$ cat src/sv/sevpq_pkg.sv
// types, sizes and codes shared by the severity priority queue
// no dependencies
`timescale 1ns / 1ps
package sevpq_pkg;

  localparam int QueueDepth = 64;
  localparam int IdBits     = 16;
  localparam int SevBits    = 8;
  localparam int CountBits  = $clog2(QueueDepth + 1);

  typedef enum logic [1:0] {
    FuncAdmit = 2'd0,
    FuncServe = 2'd1,
    FuncClear = 2'd2
  } sevpq_func_e;

  typedef enum logic [2:0] {
    StatAdmitted = 3'd0,
    StatServed   = 3'd1,
    StatEmpty    = 3'd2,
    StatFull     = 3'd3,
    StatCleared  = 3'd4
  } sevpq_status_e;

  typedef struct packed {
    logic [IdBits-1:0]  id;
    logic [SevBits-1:0] sev;
  } sevpq_entry_t;

  typedef struct packed {
    logic         insert;
    logic         remove;
    sevpq_entry_t entry;
  } sevpq_cmd_t;

endpackage

$ cat src/sv/sevpq_cell.sv
// one position of the sorted store: holds an entry, shifts on insert or remove
// depends on sevpq_pkg
`timescale 1ns / 1ps
module sevpq_cell import sevpq_pkg::*; (
  input  logic         clk_i,
  input  sevpq_cmd_t   cmd_i,
  input  logic         occupied_i,
  input  logic         prev_keep_i,
  input  sevpq_entry_t prev_entry_i,
  input  sevpq_entry_t next_entry_i,
  output logic         keep_o,
  output sevpq_entry_t entry_o
);

  sevpq_entry_t entry_q, entry_d;

  // stays put when it outranks or ties the new entry
  assign keep_o  = occupied_i && (entry_q.sev >= cmd_i.entry.sev);
  assign entry_o = entry_q;

  always_comb begin
    entry_d = entry_q;
    if (cmd_i.insert && !keep_o) begin
      entry_d = prev_keep_i ? cmd_i.entry : prev_entry_i;
    end else if (cmd_i.remove) begin
      entry_d = next_entry_i;
    end
  end

  always_ff @(posedge clk_i) begin
    entry_q <= entry_d;
  end

endmodule

$ cat src/sv/severity_priority_queue_top.sv
// severity priority queue: decode, occupancy count and a chain of sorted cells
// depends on sevpq_pkg and sevpq_cell
//
// channel  | handshake        | payload
// ---------+------------------+-------------------------------------
// command  | start, busy      | func_i, entry_id_i, severity_i
// result   | done_o (strobe)  | status_o, served_id_o, occupancy_o
//
// one command per cycle; its result shows in the cycle after the transfer
// every cell compares and shifts in parallel, so busy stays low
// reset clears the count and result registers, not the cells; cell contents are read only below the count
// the result is a one-cycle strobe and cannot be held off
`timescale 1ns / 1ps
module severity_priority_queue_top import sevpq_pkg::*; (
  input  logic                 clk_i,
  input  logic                 rst_ni,
  input  logic                 start,
  output logic                 busy,
  input  logic [1:0]           func_i,
  input  logic [IdBits-1:0]    entry_id_i,
  input  logic [SevBits-1:0]   severity_i,
  output logic                 done_o,
  output logic [2:0]           status_o,
  output logic [IdBits-1:0]    served_id_o,
  output logic [CountBits-1:0] occupancy_o
);

  logic                 accept;
  logic                 is_full, is_empty;
  sevpq_cmd_t           cmd;
  logic                 keep    [QueueDepth];
  sevpq_entry_t         entries [QueueDepth];

  logic [CountBits-1:0] count_q, count_d;
  logic                 done_q;
  sevpq_status_e        status_q, status_d;
  logic [IdBits-1:0]    served_q, served_d;

  assign busy     = 1'b0;
  assign accept   = start && !busy;
  assign is_full  = (count_q == CountBits'(QueueDepth));
  assign is_empty = (count_q == '0);

  always_comb begin
    cmd.insert    = 1'b0;
    cmd.remove    = 1'b0;
    cmd.entry.id  = entry_id_i;
    cmd.entry.sev = severity_i;
    count_d       = count_q;
    status_d      = status_q;
    served_d      = '0;
    if (accept) begin
      unique case (func_i) inside
        FuncAdmit: begin
          if (is_full) begin
            status_d = StatFull;
          end else begin
            cmd.insert = 1'b1;
            count_d    = count_q + CountBits'(1);
            status_d   = StatAdmitted;
          end
        end
        FuncServe: begin
          if (is_empty) begin
            status_d = StatEmpty;
          end else begin
            cmd.remove = 1'b1;
            count_d    = count_q - CountBits'(1);
            served_d   = entries[0].id;
            status_d   = StatServed;
          end
        end
        default: begin
          count_d  = '0;
          status_d = StatCleared;
        end
      endcase
    end
  end

  for (genvar g = 0; g < QueueDepth; g++) begin : g_cell
    logic         prev_keep;
    sevpq_entry_t prev_entry, next_entry;

    if (g == 0) begin : g_head
      assign prev_keep  = 1'b1;
      assign prev_entry = entries[g];
    end else begin : g_body
      assign prev_keep  = keep[g-1];
      assign prev_entry = entries[g-1];
    end

    if (g == QueueDepth - 1) begin : g_tail
      assign next_entry = entries[g];
    end else begin : g_inner
      assign next_entry = entries[g+1];
    end

    sevpq_cell u_cell (
      .clk_i       (clk_i),
      .cmd_i       (cmd),
      .occupied_i  (count_q > CountBits'(g)),
      .prev_keep_i (prev_keep),
      .prev_entry_i(prev_entry),
      .next_entry_i(next_entry),
      .keep_o      (keep[g]),
      .entry_o     (entries[g])
    );
  end

  always_ff @(posedge clk_i or negedge rst_ni) begin
    if (!rst_ni) begin
      count_q  <= '0;
      done_q   <= 1'b0;
      status_q <= StatAdmitted;
      served_q <= '0;
    end else begin
      count_q  <= count_d;
      done_q   <= accept;
      status_q <= status_d;
      served_q <= served_d;
    end
  end

  assign done_o      = done_q;
  assign status_o    = status_q;
  assign served_id_o = served_q;
  assign occupancy_o = count_q;

endmodule

$ cat config.mk
export PLATFORM = sky130hd
export DESIGN_NAME = severity_priority_queue_top
export DESIGN_NICKNAME = d
export VERILOG_FILES = /design/src/sv/sevpq_pkg.sv /design/src/sv/sevpq_cell.sv /design/src/sv/severity_priority_queue_top.sv
export SDC_FILE = /design/constraint.sdc
export NUM_CORES = 2
export LEC_CHECK = 0
export BUFFER_PORTS_ARGS = -buffer_cell sky130_fd_sc_hd__buf_2
export CORE_MARGIN = 5
export CORE_UTILIZATION = 55
export CTS_BUF_LIST = sky130_fd_sc_hd__clkbuf_4
export DETAILED_ROUTE_END_ITERATION = 16
export PLACE_DENSITY = 0.71
export REMOVE_ABC_BUFFERS = 1
export SLEW_MARGIN = 10
export SYNTH_ARGS = -nofsm -noshare
export SYNTH_HDL_FRONTEND = slang
export SYNTH_SLANG_ARGS = --single-unit
$ cat constraint.sdc
create_clock -name clk_i -period 11.56 [get_ports clk_i]
set_input_delay 0.578 -clock clk_i [delete_from_list [all_inputs] [get_ports clk_i]]
set_output_delay 0.578 -clock clk_i [all_outputs]
set_load 0.02 [all_outputs]
==> summary.txt <==
Detailed routing
  • 1st-iter DRT viols: 8069
  • Vias per inst: approximately 6.5
  • DRT Pass-1 Iters: 8
  • DRC Markers: 0
  • Routed via count: 73200
  • WL/cell: 24.1 um
  • Final WL: 272 mm
  • Routed Antenna Nets: 0

Yosys
  • Share of the synthesized area in the top cell type: approximately half
  • Asr flop ratio synth: approximately 1.7%
  • Mapped Cells: 8836
  • Post-Synth XOR/XNOR Area: 0.0187%
  • Syn_area_per_cell: ~11 um2
  • Ys flop type: edfxtp_1
  • Synth area leader: edfxtp_1
  • Distinct cells, synth: 83
  • Multiplexer area fraction after synthesis: 14.8%
  • Post-Synth Adder-Cell Area: 6.90%
  • Sequential area share after synthesis: about half
  • Number of flops mapped to enable cells by yosys: ~1500
  • Yosys Warn Count: 0
  • Largest family of logic cells by synthesized area: compound AO/OA/AOI/OAI gates
  • FF+latch count, synth: between 1500 and 2000
  • Synth Area in Simple Gates: between 8 and 9%
  • Post-synth top cells: edfxtp_1, o21ai_0, mux2i_1
  • Synth area leaders: edfxtp_1, mux2i_1, ha_1, o21ai_0, mux2_2
  • Synthesized area: 0.0938 mm2
  • Most frequent cell after synthesis: edfxtp_1
  • Synth Area in Compound Gates: 15.5%

Die
  • IO Pins: 57
  • Area of the die: 0.179 mm2
  • Initial Utilization: between 50% and 60%
  • Die X: about 420 um
  • Core area: around 0.17 mm2
  • Die Height: 423 um
  • # rows: ~150

Clock network
  • H-tree depth: 5
  • Worst-skew pair later-pin latency: 1.41 ns
  • Number of clock sinks: about 1600
  • CTS tree: built
  • CTS clk-pin slew, worst paths: 0.07 ns
  • Clock Tree Buf Depth: 4
  • Cts bufs inserted: 428
  • CTS Root Cell: clkbuf_4
  • CTS resizes: 0

Timing
  • Tcrit/Tclk final: 46.5%
  • Pins over their slew limit: 0
  • Peak Freq: approximately 190 MHz
  • Setup Viol. Count Final: 0
  • Setup TNS: 0 ns
  • Worst-margin pin slew: around 1.3 ns
  • Hold Fails Final Rpt: 0
  • Clock skew: around 0.11 ns
  • Minimum clock period: about 5.4 ns
  • Max transition margin: between 10 and 15%
  • RSZ-0062 raised after global routing: false

Power
  • Peak supply drop: ~0.12 mV
  • Leak Pwr: a little under 40 nW
  • Pwr/cell area: 200 mW/mm2

Finish
  • Fraction of layout cells with a size suffix above 1: ~15%
  • Nets: approximately 9300
  • Syn-to-layout area delta: 7.93%
  • Final Non-Filler Cells: 11300
  • Core Util, Final: between 50% and 60%
  • Filler cells: between 10000 and 15000

Placement
  • IO buf count: between 50 and 60
  • HPWL after DPL: roughly 180 mm
  • Routability cong.: 0.905
  • Post-placement cell count: ~11000

Setup path
  • Worst Setup Start Kind: flop
  • Setup CP Type: flop to flop
  • Crit. End Element: flop
  • CP Data Required Time: 12.37 ns
  • Crit path max fanout: 25
  • Data arrival, critical path: around 6 ns
  • R2R depth: 7

Worst hold path
  • Worst Hold Class: input port to flop
  • Hold-critical path depth: 3

Global route
  • Initial antenna violation count: 7
  • Global Route Usage Sum: around 29%
  • Pin count of the biggest net entering global routing: around 160
  • Vias in the first global route: between 70000 and 80000
  • Grt ovf: 0
  • First-pass GRT wire length: ~420 mm

Run status
  • Status: complete, no violations

Job
  • Max_cap viols: 0
-- path summary, 6_finish.rpt --
path                                                   startpoint                                     end  slack (ns)
min reg2reg                g_cell[0].u_cell.entry_o[12]$_DFFE_PP_                served_id_o[4]$_DFF_PN0_        0.51
min                                                     func_i[1]              occupancy_o[1]$_DFFE_PN0P_        0.21
max                                    occupancy_o[1]$_DFFE_PN0P_  g_cell[25].u_cell.entry_o[8]$_DFFE_PP_        6.19
max reg2reg                            occupancy_o[1]$_DFFE_PN0P_  g_cell[25].u_cell.entry_o[8]$_DFFE_PP_        6.19
max in group asynchronous                                  rst_ni                served_id_o[5]$_DFF_PN0_       10.99
min in group asynchronous                                  rst_ni              occupancy_o[6]$_DFFE_PN0P_        0.34
-- placed cells by master (no fill, tap or decap), types with 33 or more instances in the layout --
| cell type | netlist | final |
|---|---|---|
| a21o_1 | 58 | 58 |
| a21oi_1 | 728 | 709 |
| a31oi_1 | 359 | 356 |
| and2_1 | 57 | 57 |
| buf_4 | 29 | 204 |
| clkbuf_4 | 0 | 605 |
| clkinv_1 | 0 | 97 |
| edfxtp_1 | 1536 | 1536 |
| ha_1 | 517 | 516 |
| inv_1 | 117 | 110 |
| mux2_2 | 343 | 343 |
| mux2i_1 | 997 | 997 |
| nand2_1 | 937 | 937 |
| nand2b_1 | 67 | 62 |
| nand3_1 | 159 | 158 |
| nor2_1 | 602 | 586 |
| nor2b_1 | 33 | 33 |
| nor3_1 | 36 | 34 |
| o211ai_1 | 61 | 61 |
| o21a_1 | 33 | 33 |
| o21ai_0 | 1014 | 989 |
| o21ai_1 | 44 | 38 |
-- repair_timing --
item | 4_1_cts | 5_1_grt
hold buffers | 32 | 0
endpoints found under the hold margin | 546 | 0
buffers inserted | 0 | 0
-- power breakdown --
group / leakage (nW) / internal (W) / switching, W
Combinational: 20.9 / 0.00240 / 0.00423
Clock: 3.10 / 0.00251 / 0.00241
Sequential: 14.6 / 0.00785 / 0.000828
Total: 38.7 / 0.0127 / 0.00747
-- cell families after synthesis --
family | count (synthesis)
multiplexers | 1340
AO/OA/AOI/OAI | 2554
other | 1
XOR/XNOR | 2
adder cells (fa/ha/maj) | 517
AND/OR/NAND/NOR | 1968
buffers and inverters | 891
flip-flops | 1563
-- area by class of cell --
class,instances,area (um2),share of cell area [%]
diodes,7,17.5,0.0173
flip-flops and latches,1563,46800,46.2
inverters,117,455,0.450
repair buffers,272,2120,2.09
multi-input cells,6382,43900,43.3
well taps,2218,2780,2.74
clock buffers,605,4540,4.49
clock inverters,129,656,0.648
-- layer usage --
| metal | part of all wire [%] | track usage (%) |
|---|---|---|
| met3 | 9.8 | 6.15 |
| met5 | 0.0099 | 0 |
| met1 | 41 | 40.6 |
| met2 | 45 | 45.8 |
| met4 | 3.7 | 11.5 |
-- critical path: stages, from the launching register on --
cell       delay [ns]
dfrtp_1          0.78
inv_1            0.21
ha_1             0.29
o21bai_1         0.26
a21oi_1          0.44
a2bb2oi_4        0.80
nand2b_1         1.00
nand2_1          1.00
-- flip-flops by register name (all words and copies together), names as in the netlist --
| name | count |
|---|---|
| done_o | 1 |
| status_o | 3 |
| g_cell.u_cell.entry_o | 1536 |
| served_id_o | 16 |
| occupancy_o | 7 |
-- per-stage QoR --
step	instance area (um2)	hold WS, ns	setup WS, ns	power (W)
4_1_cts	101000	0.0413	6.23	0.0202
6_report	101000	0.208	6.19	0.0202
5_1_grt	101000	0.119	5.87	0.0213
2_1_floorplan	90500	0.282	-18.12	0.0130
3_5_place_dp	95600	0.496	5.65	0.0152
3_3_place_gp	95600	0.485	5.80	0.0150
Power figures use the tool's default switching activity.
